==> src/rtl/mmn_pkg.sv <==
// Package with the shared constants, state type and control structs of the magnetometer normalizer.
package mmn_pkg;

    localparam int FRAC_BITS = 14;
    localparam int SMP_W     = 16;
    localparam int SPAN_W    = 16;
    localparam int QUO_W     = 16;
    localparam int TERM_W    = SMP_W + 2;
    localparam int NUM_W     = TERM_W + FRAC_BITS;
    localparam int DIV_W     = SPAN_W + QUO_W;
    localparam int STEP_W    = $clog2(QUO_W);
    localparam int AXES      = 3;
    localparam int AX_W      = 2;
    localparam int CFG_IDX_W = 3;
    localparam int MASK_W    = AXES;

    localparam logic signed [SMP_W-1:0] BOUND_LOW_RESET  = -16'sd2048;
    localparam logic signed [SMP_W-1:0] BOUND_HIGH_RESET = 16'sd2047;
    localparam logic signed [SMP_W-1:0] NORM_MAX = 16'sh7FFF;
    localparam logic signed [SMP_W-1:0] NORM_MIN = 16'sh8000;
    localparam logic [QUO_W-1:0] QUO_POS_LIM = QUO_W'((1 << (QUO_W - 1)) - 1);
    localparam logic [QUO_W-1:0] QUO_NEG_LIM = QUO_W'(1 << (QUO_W - 1));
    localparam logic [STEP_W-1:0] STEP_LAST = STEP_W'(QUO_W - 1);
    localparam logic [AX_W-1:0] AX_LAST = AX_W'(AXES - 1);

    localparam logic [CFG_IDX_W-1:0] REG_X_LOW  = 3'd0;
    localparam logic [CFG_IDX_W-1:0] REG_X_HIGH = 3'd1;
    localparam logic [CFG_IDX_W-1:0] REG_Y_LOW  = 3'd2;
    localparam logic [CFG_IDX_W-1:0] REG_Y_HIGH = 3'd3;
    localparam logic [CFG_IDX_W-1:0] REG_Z_LOW  = 3'd4;
    localparam logic [CFG_IDX_W-1:0] REG_Z_HIGH = 3'd5;

    typedef enum logic [2:0] {
        ST_IDLE,
        ST_LOAD,
        ST_DIV,
        ST_STORE,
        ST_PUBLISH
    } state_t;

    typedef struct packed {
        logic            capture;
        logic            load;
        logic            div_step;
        logic            store;
        logic            publish;
        logic [AX_W-1:0] axis;
    } cmd_t;

    typedef struct packed {
        logic skip_div;
        logic out_free;
    } stat_t;

endpackage

==> src/rtl/mmn_ctrl.sv <==
// Controller state machine that sequences the three axes through the shared divider.
module mmn_ctrl import mmn_pkg::*; (
    input  logic  aclk,
    input  logic  aresetn,
    input  logic  s_valid,
    output logic  s_ready,
    input  stat_t stat,
    output cmd_t  cmd
);

    state_t            state_reg, state_next;
    logic [AX_W-1:0]   axis_reg, axis_next;
    logic [STEP_W-1:0] step_reg, step_next;

    always_ff @(posedge aclk) begin
        if (!aresetn) begin
            state_reg <= ST_IDLE;
            axis_reg  <= '0;
            step_reg  <= '0;
        end else begin
            state_reg <= state_next;
            axis_reg  <= axis_next;
            step_reg  <= step_next;
        end
    end

    always_comb begin
        state_next = state_reg;
        axis_next  = axis_reg;
        step_next  = step_reg;
        unique case (state_reg)
            ST_IDLE: begin
                axis_next = '0;
                if (s_valid) begin
                    state_next = ST_LOAD;
                end
            end
            ST_LOAD: begin
                step_next  = '0;
                state_next = stat.skip_div ? ST_STORE : ST_DIV;
            end
            ST_DIV: begin
                step_next = step_reg + 1'b1;
                if (step_reg == STEP_LAST) begin
                    state_next = ST_STORE;
                end
            end
            ST_STORE: begin
                if (axis_reg == AX_LAST) begin
                    state_next = ST_PUBLISH;
                end else begin
                    axis_next  = axis_reg + 1'b1;
                    state_next = ST_LOAD;
                end
            end
            ST_PUBLISH: begin
                if (stat.out_free) begin
                    state_next = ST_IDLE;
                end
            end
            default: state_next = ST_IDLE;
        endcase
    end

    always_comb begin
        s_ready      = (state_reg == ST_IDLE);
        cmd.capture  = (state_reg == ST_IDLE) && s_valid;
        cmd.load     = (state_reg == ST_LOAD);
        cmd.div_step = (state_reg == ST_DIV);
        cmd.store    = (state_reg == ST_STORE);
        cmd.publish  = (state_reg == ST_PUBLISH) && stat.out_free;
        cmd.axis     = axis_reg;
    end

endmodule

==> src/rtl/mmn_datapath.sv <==
// Datapath with bound registers, the shared restoring divider and the result registers.
module mmn_datapath import mmn_pkg::*; (
    input  logic                    aclk,
    input  logic                    aresetn,
    input  cmd_t                    cmd,
    output stat_t                   stat,
    input  logic                    s_op,
    input  logic [7:0]              s_x_high_byte,
    input  logic [7:0]              s_x_low_byte,
    input  logic [7:0]              s_z_high_byte,
    input  logic [7:0]              s_z_low_byte,
    input  logic [7:0]              s_y_high_byte,
    input  logic [7:0]              s_y_low_byte,
    input  logic                    cfg_write,
    input  logic [CFG_IDX_W-1:0]    cfg_index,
    input  logic [SMP_W-1:0]        cfg_data,
    output logic                    m_valid,
    input  logic                    m_ready,
    output logic signed [SMP_W-1:0] m_raw_x,
    output logic signed [SMP_W-1:0] m_raw_y,
    output logic signed [SMP_W-1:0] m_raw_z,
    output logic signed [SMP_W-1:0] m_norm_x,
    output logic signed [SMP_W-1:0] m_norm_y,
    output logic signed [SMP_W-1:0] m_norm_z,
    output logic [MASK_W-1:0]       m_zero_span_mask,
    output logic [MASK_W-1:0]       m_clip_mask
);

    logic signed [SMP_W-1:0] lo_reg   [AXES];
    logic signed [SMP_W-1:0] hi_reg   [AXES];
    logic signed [SMP_W-1:0] raw_reg  [AXES];
    logic signed [SMP_W-1:0] norm_reg [AXES];
    logic                    op_reg;
    logic [MASK_W-1:0]       zero_reg;
    logic [MASK_W-1:0]       clip_reg;

    logic [DIV_W-1:0] rem_reg;
    logic [DIV_W-1:0] dsh_reg;
    logic [QUO_W-1:0] quo_reg;
    logic             neg_reg;
    logic             zflag_reg;
    logic             ovf_reg;
    logic             m_valid_reg;

    logic signed [SMP_W-1:0] cur_v, cur_lo, cur_hi;
    logic signed [SMP_W:0]   span;
    logic signed [TERM_W-1:0] term;
    logic signed [NUM_W-1:0] num;
    logic [NUM_W-1:0]        num_mag;
    logic [SPAN_W-1:0]       span_mag;
    logic [DIV_W-1:0]        dsh_full;
    logic                    span_zero;
    logic                    load_ovf;
    logic                    rem_ge;
    logic signed [SMP_W-1:0] fin_norm;
    logic                    fin_clip;

    assign cur_v  = raw_reg[cmd.axis];
    assign cur_lo = lo_reg[cmd.axis];
    assign cur_hi = hi_reg[cmd.axis];

    always_comb begin
        span      = (SMP_W+1)'(cur_hi) - (SMP_W+1)'(cur_lo);
        term      = (TERM_W'(cur_v) <<< 1) - TERM_W'(cur_lo) - TERM_W'(cur_hi);
        num       = NUM_W'(term) <<< FRAC_BITS;
        num_mag   = num[NUM_W-1] ? NUM_W'(-num) : NUM_W'(num);
        span_mag  = span[SMP_W] ? SPAN_W'(-span) : SPAN_W'(span);
        dsh_full  = {span_mag, {QUO_W{1'b0}}};
        span_zero = (span == '0);
        load_ovf  = !span_zero && (DIV_W'(num_mag) >= dsh_full);
        rem_ge    = (rem_reg >= dsh_reg);
    end

    assign stat.skip_div = span_zero || load_ovf;
    assign stat.out_free = !m_valid_reg || m_ready;

    always_comb begin
        fin_clip = 1'b0;
        fin_norm = '0;
        priority if (zflag_reg) begin
            fin_norm = '0;
        end else if (ovf_reg) begin
            fin_clip = 1'b1;
            fin_norm = neg_reg ? NORM_MIN : NORM_MAX;
        end else if (neg_reg) begin
            if (quo_reg > QUO_NEG_LIM) begin
                fin_clip = 1'b1;
                fin_norm = NORM_MIN;
            end else begin
                fin_norm = SMP_W'(-$signed(quo_reg));
            end
        end else begin
            if (quo_reg > QUO_POS_LIM) begin
                fin_clip = 1'b1;
                fin_norm = NORM_MAX;
            end else begin
                fin_norm = $signed(quo_reg);
            end
        end
    end

    always_ff @(posedge aclk) begin
        if (cmd.capture) begin
            op_reg     <= s_op;
            raw_reg[0] <= {s_x_high_byte, s_x_low_byte};
            raw_reg[1] <= {s_y_high_byte, s_y_low_byte};
            raw_reg[2] <= {s_z_high_byte, s_z_low_byte};
        end
        if (cmd.load) begin
            rem_reg   <= DIV_W'(num_mag);
            dsh_reg   <= dsh_full >> 1;
            quo_reg   <= '0;
            neg_reg   <= num[NUM_W-1] ^ span[SMP_W];
            zflag_reg <= span_zero;
            ovf_reg   <= load_ovf;
        end
        if (cmd.div_step) begin
            if (rem_ge) begin
                rem_reg <= rem_reg - dsh_reg;
            end
            quo_reg <= {quo_reg[QUO_W-2:0], rem_ge};
            dsh_reg <= dsh_reg >> 1;
        end
        if (cmd.store) begin
            norm_reg[cmd.axis] <= fin_norm;
            zero_reg[cmd.axis] <= zflag_reg;
            clip_reg[cmd.axis] <= fin_clip;
        end
        if (cmd.publish) begin
            m_raw_x          <= raw_reg[0];
            m_raw_y          <= raw_reg[1];
            m_raw_z          <= raw_reg[2];
            m_norm_x         <= norm_reg[0];
            m_norm_y         <= norm_reg[1];
            m_norm_z         <= norm_reg[2];
            m_zero_span_mask <= zero_reg;
            m_clip_mask      <= clip_reg;
        end
    end

    always_ff @(posedge aclk) begin
        if (!aresetn) begin
            for (int i = 0; i < AXES; i++) begin
                lo_reg[i] <= BOUND_LOW_RESET;
                hi_reg[i] <= BOUND_HIGH_RESET;
            end
        end else if (cfg_write) begin
            unique case (cfg_index)
                REG_X_LOW:  lo_reg[0] <= cfg_data;
                REG_X_HIGH: hi_reg[0] <= cfg_data;
                REG_Y_LOW:  lo_reg[1] <= cfg_data;
                REG_Y_HIGH: hi_reg[1] <= cfg_data;
                REG_Z_LOW:  lo_reg[2] <= cfg_data;
                REG_Z_HIGH: hi_reg[2] <= cfg_data;
                default: ;
            endcase
        end else if (cmd.publish && op_reg) begin
            for (int i = 0; i < AXES; i++) begin
                if (raw_reg[i] > hi_reg[i]) begin
                    hi_reg[i] <= raw_reg[i];
                end
                if (raw_reg[i] < lo_reg[i]) begin
                    lo_reg[i] <= raw_reg[i];
                end
            end
        end
    end

    always_ff @(posedge aclk) begin
        if (!aresetn) begin
            m_valid_reg <= 1'b0;
        end else if (cmd.publish) begin
            m_valid_reg <= 1'b1;
        end else if (m_ready) begin
            m_valid_reg <= 1'b0;
        end
    end

    assign m_valid = m_valid_reg;

endmodule

==> src/rtl/magnetometer_minmax_normalizer_unit.sv <==
// Top level of the min/max magnetometer normalizer: controller, datapath and checks.
//
//   channel   direction  handshake            payload
//   s_        in         s_valid / s_ready    op and six big-endian sample bytes
//   m_        out        m_valid / m_ready    raw and normalized axes, two masks
//   cfg_      in         cfg_valid / cfg_ready  cfg_index, cfg_data (bound write)
//
// Once a request is accepted, each axis in turn takes one setup step, 16 quotient steps and one
// store step, then the result is loaded into the output register in a publish step that waits
// until that register is free; an axis whose span is zero or whose quotient overflows skips the
// 16 steps. The next request is accepted in the cycle after the result is loaded into the output
// register, even while that result still waits for m_ready; no request is taken before then.
// Synchronous active-low reset returns the bounds to -2048 and 2047 and empties the
// output register; configuration writes are accepted in every cycle.
module magnetometer_minmax_normalizer_unit import mmn_pkg::*; (
    input  logic                    aclk,
    input  logic                    aresetn,
    input  logic                    s_valid,
    output logic                    s_ready,
    input  logic                    s_op,
    input  logic [7:0]              s_x_high_byte,
    input  logic [7:0]              s_x_low_byte,
    input  logic [7:0]              s_z_high_byte,
    input  logic [7:0]              s_z_low_byte,
    input  logic [7:0]              s_y_high_byte,
    input  logic [7:0]              s_y_low_byte,
    input  logic                    cfg_valid,
    output logic                    cfg_ready,
    input  logic [CFG_IDX_W-1:0]    cfg_index,
    input  logic [SMP_W-1:0]        cfg_data,
    output logic                    m_valid,
    input  logic                    m_ready,
    output logic signed [SMP_W-1:0] m_raw_x,
    output logic signed [SMP_W-1:0] m_raw_y,
    output logic signed [SMP_W-1:0] m_raw_z,
    output logic signed [SMP_W-1:0] m_norm_x,
    output logic signed [SMP_W-1:0] m_norm_y,
    output logic signed [SMP_W-1:0] m_norm_z,
    output logic [MASK_W-1:0]       m_zero_span_mask,
    output logic [MASK_W-1:0]       m_clip_mask
);

    cmd_t  cmd;
    stat_t stat;

    assign cfg_ready = 1'b1;

    mmn_ctrl u_ctrl (
        .aclk    (aclk),
        .aresetn (aresetn),
        .s_valid (s_valid),
        .s_ready (s_ready),
        .stat    (stat),
        .cmd     (cmd)
    );

    mmn_datapath u_datapath (
        .aclk             (aclk),
        .aresetn          (aresetn),
        .cmd              (cmd),
        .stat             (stat),
        .s_op             (s_op),
        .s_x_high_byte    (s_x_high_byte),
        .s_x_low_byte     (s_x_low_byte),
        .s_z_high_byte    (s_z_high_byte),
        .s_z_low_byte     (s_z_low_byte),
        .s_y_high_byte    (s_y_high_byte),
        .s_y_low_byte     (s_y_low_byte),
        .cfg_write        (cfg_valid && cfg_ready),
        .cfg_index        (cfg_index),
        .cfg_data         (cfg_data),
        .m_valid          (m_valid),
        .m_ready          (m_ready),
        .m_raw_x          (m_raw_x),
        .m_raw_y          (m_raw_y),
        .m_raw_z          (m_raw_z),
        .m_norm_x         (m_norm_x),
        .m_norm_y         (m_norm_y),
        .m_norm_z         (m_norm_z),
        .m_zero_span_mask (m_zero_span_mask),
        .m_clip_mask      (m_clip_mask)
    );

`ifndef ASSERT_OFF
    // A new result appears only when the controller publishes one.
    a_rose_after_publish: assert property (@(posedge aclk) disable iff (!aresetn)
        $rose(m_valid) |-> $past(cmd.publish))
        else $error("result valid rose without a publish");

    // Publishing never overwrites a result that has not been taken.
    a_publish_free: assert property (@(posedge aclk) disable iff (!aresetn)
        cmd.publish |-> (!m_valid || m_ready))
        else $error("publish overwrote a pending result");

    // Only one request is in work at a time.
    a_one_in_work: assert property (@(posedge aclk) disable iff (!aresetn)
        (s_valid && s_ready) |=> !s_ready)
        else $error("second request accepted while one is in work");

    // An axis with zero span is never also flagged as clipped.
    a_zero_not_clip: assert property (@(posedge aclk) disable iff (!aresetn)
        m_valid |-> ((m_zero_span_mask & m_clip_mask) == '0))
        else $error("axis flagged both zero span and clipped");
`endif

endmodule
==> config.mk <==
export PLATFORM = sky130hd
export DESIGN_NAME = magnetometer_minmax_normalizer_unit
export DESIGN_NICKNAME = d
export VERILOG_FILES = /design/src/rtl/mmn_pkg.sv /design/src/rtl/mmn_ctrl.sv /design/src/rtl/mmn_datapath.sv /design/src/rtl/magnetometer_minmax_normalizer_unit.sv
export SDC_FILE = /design/constraint.sdc
export NUM_CORES = 1
export LEC_CHECK = 0
export ABC_AREA = 0
export BUFFER_PORTS_ARGS = -buffer_cell sky130_fd_sc_hd__buf_2
export CAP_MARGIN = 0
export CORE_MARGIN = 3
export CORE_UTILIZATION = 30
export CTS_CLUSTER_DIAMETER = 200
export DETAILED_ROUTE_END_ITERATION = 7
export PLACE_DENSITY = 0.54
export SYNTH_ARGS = -nofsm -noshare
export SYNTH_HDL_FRONTEND = slang
export SYNTH_SLANG_ARGS = --single-unit
==> constraint.sdc <==
create_clock -name aclk -period 8.3 [get_ports aclk]
set_input_delay 1.66 -clock aclk [delete_from_list [all_inputs] [get_ports aclk]]
set_output_delay 1.66 -clock aclk [all_outputs]
set_load 0.01 [all_outputs]
==> reports/summary.txt <==
run status: completed
pwr dens: 364.5 nW/um^2
first-pass iteration count of the detailed router: 5
fraction of synthesized cell area taken by the top area cell type: 0.4639
largest area contributor in the synthesized netlist: sky130_fd_sc_hd__edfxtp_1
final setup fails: 0
number of DRC markers after the initial detailed-route iteration: 942
number of hold-slack violations in the final timing report: 0
antenna violations before repair: 0
floorplan die area: 79080 sq um
max-slew violation count: 0
Die H: 281.2 um
share of cell area taken by muxes after synthesis: 0.02494
die outline width: 281.2 um
share of flip-flops with an asynchronous set or reset after synthesis: 0
endpoint type of the worst setup path: flop
share of post-route cells with drive strength above 1: 0.1323
Min-Delay Path Class: reg -> reg
top post-synthesis cells by area: sky130_fd_sc_hd__edfxtp_1 46%, sky130_fd_sc_hd__ha_1 11%, sky130_fd_sc_hd__dfxtp_1 3.9%
post-synth cell types: 85
critical path start-end classification: reg -> reg
clock network latency to the later pin of the worst-skew pair: 600 ps
via count of the first global-routing pass: 16513
DRC violation count after routing: 0
DRT antenna net count: 0
total wirelength of the detailed-routed design: 60860 um
all-layer global routing usage: 0.1506
clock slew seen by the registers of the worst setup and hold paths: 70 ps
post-CTS setup buffer count: 0
post-synthesis sequential element count: 395
Tmin final: 6827 ps
instance count of the mapped netlist: 2080
number of buffers inserted by hold repair at cts: 0
f_max: 0.1465 GHz
Nets: 2537
Most used DFF post-synth: sky130_fd_sc_hd__edfxtp_1
RSZ-0062 raised after global routing: no
total of buffers placed on input and output ports: 176
number of sinks on the clock net: 395
total CTS buffers: 48
top-level port count: 178
top cell types by occurrence after synthesis: 351 x sky130_fd_sc_hd__edfxtp_1, 213 x sky130_fd_sc_hd__inv_1, 195 x sky130_fd_sc_hd__ha_1
IR drop worst, VDD: 0.0001950 V
syn_nets: 2366
data arrival time of the critical path: 7140 ps
fraction of the mapped netlist area in adder cells: 0.1232
EDFF count, synth: 351
via count of the routed design: 16366
post-detail-place hpwl: 45880 um
Max-Cap Viols: 0
dominant cell by count in the synthesized netlist: sky130_fd_sc_hd__edfxtp_1
count of H-tree levels built during CTS: 2
data required time at the worst endpoint: 8610 ps
largest fanout on the critical path: 29
average vias per placed instance: 5.020
Leak: 10.49 nW
synthesized area per cell: 10.92 sq um
core region area: 74700 sq um
Synth Area in Compound Gates: 0.1579
worst-case headroom to the max-slew limit: 0.2569
Routability Congestion: 0.8926
number of diodes: 0
post-route clock period utilization: 0.8225
dominant combinational cell family by area after synthesis: compound AO/OA/AOI/OAI gates
Cell Rows: 100
synthesized area: 22720 sq um
initial core utilization: 0.3042
simple-gate portion of the synthesized area: 0.1076
area added between synthesis and finish: 15.81%
YS warnings: 0
routed wirelength normalized by instance count: 18.67 um
total global routing overflow: 0
root buffer selected by CTS: sky130_fd_sc_hd__clkbuf_16
startpoint type of the worst setup path: flop
setup_tns: 0 ps
Clock Skews: 30.96 ps
CTS tree: yes
maximum number of pins on one net before global-route repair: 76
buffer depth of the longest clock path: 3
wire length of the first global-routing pass: 94150 um
Layout Utilization: 0.3523
cts repair resizes: 0
share of the yosys chip area belonging to registers: 0.5026
worst slew pin tran: 1115 ps
fraction of synthesized cell area in xor and xnor cells: 0.03508
Filler cells: 7463
==> cell usage in the layout, fill, tap and decap left out, types with 18 or more instances in the layout <==
cell type,n
sky130_fd_sc_hd__ha_1,195
sky130_fd_sc_hd__nor2b_1,30
sky130_fd_sc_hd__buf_2,176
sky130_fd_sc_hd__a21oi_1,125
sky130_fd_sc_hd__nand3_1,33
sky130_fd_sc_hd__o21ai_0,118
sky130_fd_sc_hd__a22o_1,34
sky130_fd_sc_hd__nor2_1,146
sky130_fd_sc_hd__nand2b_1,27
sky130_fd_sc_hd__buf_4,22
sky130_fd_sc_hd__mux2i_1,54
sky130_fd_sc_hd__and2_1,19
sky130_fd_sc_hd__o21a_1,40
sky130_fd_sc_hd__inv_1,213
sky130_fd_sc_hd__xnor2_1,55
sky130_fd_sc_hd__nor3_1,28
sky130_fd_sc_hd__fa_1,18
sky130_fd_sc_hd__nand4_1,20
sky130_fd_sc_hd__nand2_1,116
sky130_fd_sc_hd__o22a_1,38
sky130_fd_sc_hd__dfxtp_1,42
sky130_fd_sc_hd__xor2_1,36
sky130_fd_sc_hd__clkbuf_16,48
sky130_fd_sc_hd__edfxtp_1,351
sky130_fd_sc_hd__a21o_1,44
sky130_fd_sc_hd__a31oi_1,21
==> critical path, cell delays in order (launching register included) <==
cell and delay [ps]:
sky130_fd_sc_hd__dfxtp_2 910, sky130_fd_sc_hd__buf_4 350, sky130_fd_sc_hd__buf_4 270, sky130_fd_sc_hd__mux2i_1 260
sky130_fd_sc_hd__o21a_1 180, sky130_fd_sc_hd__inv_1 110, sky130_fd_sc_hd__fa_1 540, sky130_fd_sc_hd__inv_1 40
sky130_fd_sc_hd__ha_1 380, sky130_fd_sc_hd__a21oi_1 250, sky130_fd_sc_hd__nor2_1 70, sky130_fd_sc_hd__a2111oi_0 480
sky130_fd_sc_hd__o211ai_2 480, sky130_fd_sc_hd__nor2_1 250, sky130_fd_sc_hd__xnor2_1 190, sky130_fd_sc_hd__ha_1 290
sky130_fd_sc_hd__nor2b_1 130, sky130_fd_sc_hd__o21a_1 160, sky130_fd_sc_hd__o21ai_0 140, sky130_fd_sc_hd__nand2b_1 70
sky130_fd_sc_hd__a21oi_1 150, sky130_fd_sc_hd__nor2b_1 60, sky130_fd_sc_hd__o21ai_0 150, sky130_fd_sc_hd__a31oi_1 110
sky130_fd_sc_hd__a311oi_1 360, sky130_fd_sc_hd__nor2_1 80
==> routing by layer <==
metal,wire length (um),global-route usage,vias up
met4,1155,0.03483,0
met3,2644,0.02127,89
li1,-,-,7919
met5,0,0,-
met1,27520,0.1984,7976
met2,29540,0.2617,382
==> through the flow <==
step                std cells  total power, W  hold WS (ps)  instance area [sq um]  setup slack [ps]
CTS                      3260        0.009649         409.2                  26320              1493
global route             3260         0.01030         415.3                  26320             890.0
detailed placement       3170        0.007489         404.5                  24730              1561
global placement         3170        0.007393         403.1                  24730              1706
finish                   3260        0.009592         417.5                  26320              1473
floorplan                2080        0.006216         400.3                  22720              1838
==> path summary, 6_finish.rpt <==
kind | slack [ps] | endpoint | depth (start not counted) | start
setup reg to reg | 1470 | u_datapath.ovf_reg | 25 | flop
hold / removal | 420 | m_norm_x[2] | 0 | u_datapath.norm_reg[0][2]
hold reg to reg | 420 | m_norm_x[2] | 0 | u_datapath.norm_reg[0][2]
setup / recovery | 1470 | u_datapath.ovf_reg | 25 | flop
==> where the power goes <==
part	switching, W	total, W	internal (W)
sequential	0.000322	0.00295	0.00263
combinational	0.00274	0.00453	0.00179
clock	0.000883	0.00211	0.00123
==> layout make-up <==
type	instances	area, sq um	share of cell area
Clock buffer	52	1216	0.04622
Clock inverter	38	367.9	0.01398
Inverter	213	799.5	0.03038
Multi-Input combinational cell	1395	10250	0.3895
Sequential cell	395	11420	0.4341
Tap cell	969	1212	0.04607
Timing Repair Buffer	198	1046	0.03975
==> kinds of logic after synthesis <==
kind of cell,after synthesis
adders and majority gates,213
and+or+nand+nor,495
buffers and inverters,290
muxes,56
DFF,395
other,1
xor gates and xnor gates,91
AOI/OAI and AO/OA,539
No activity file was read; power rests on OpenSTA's default activity.
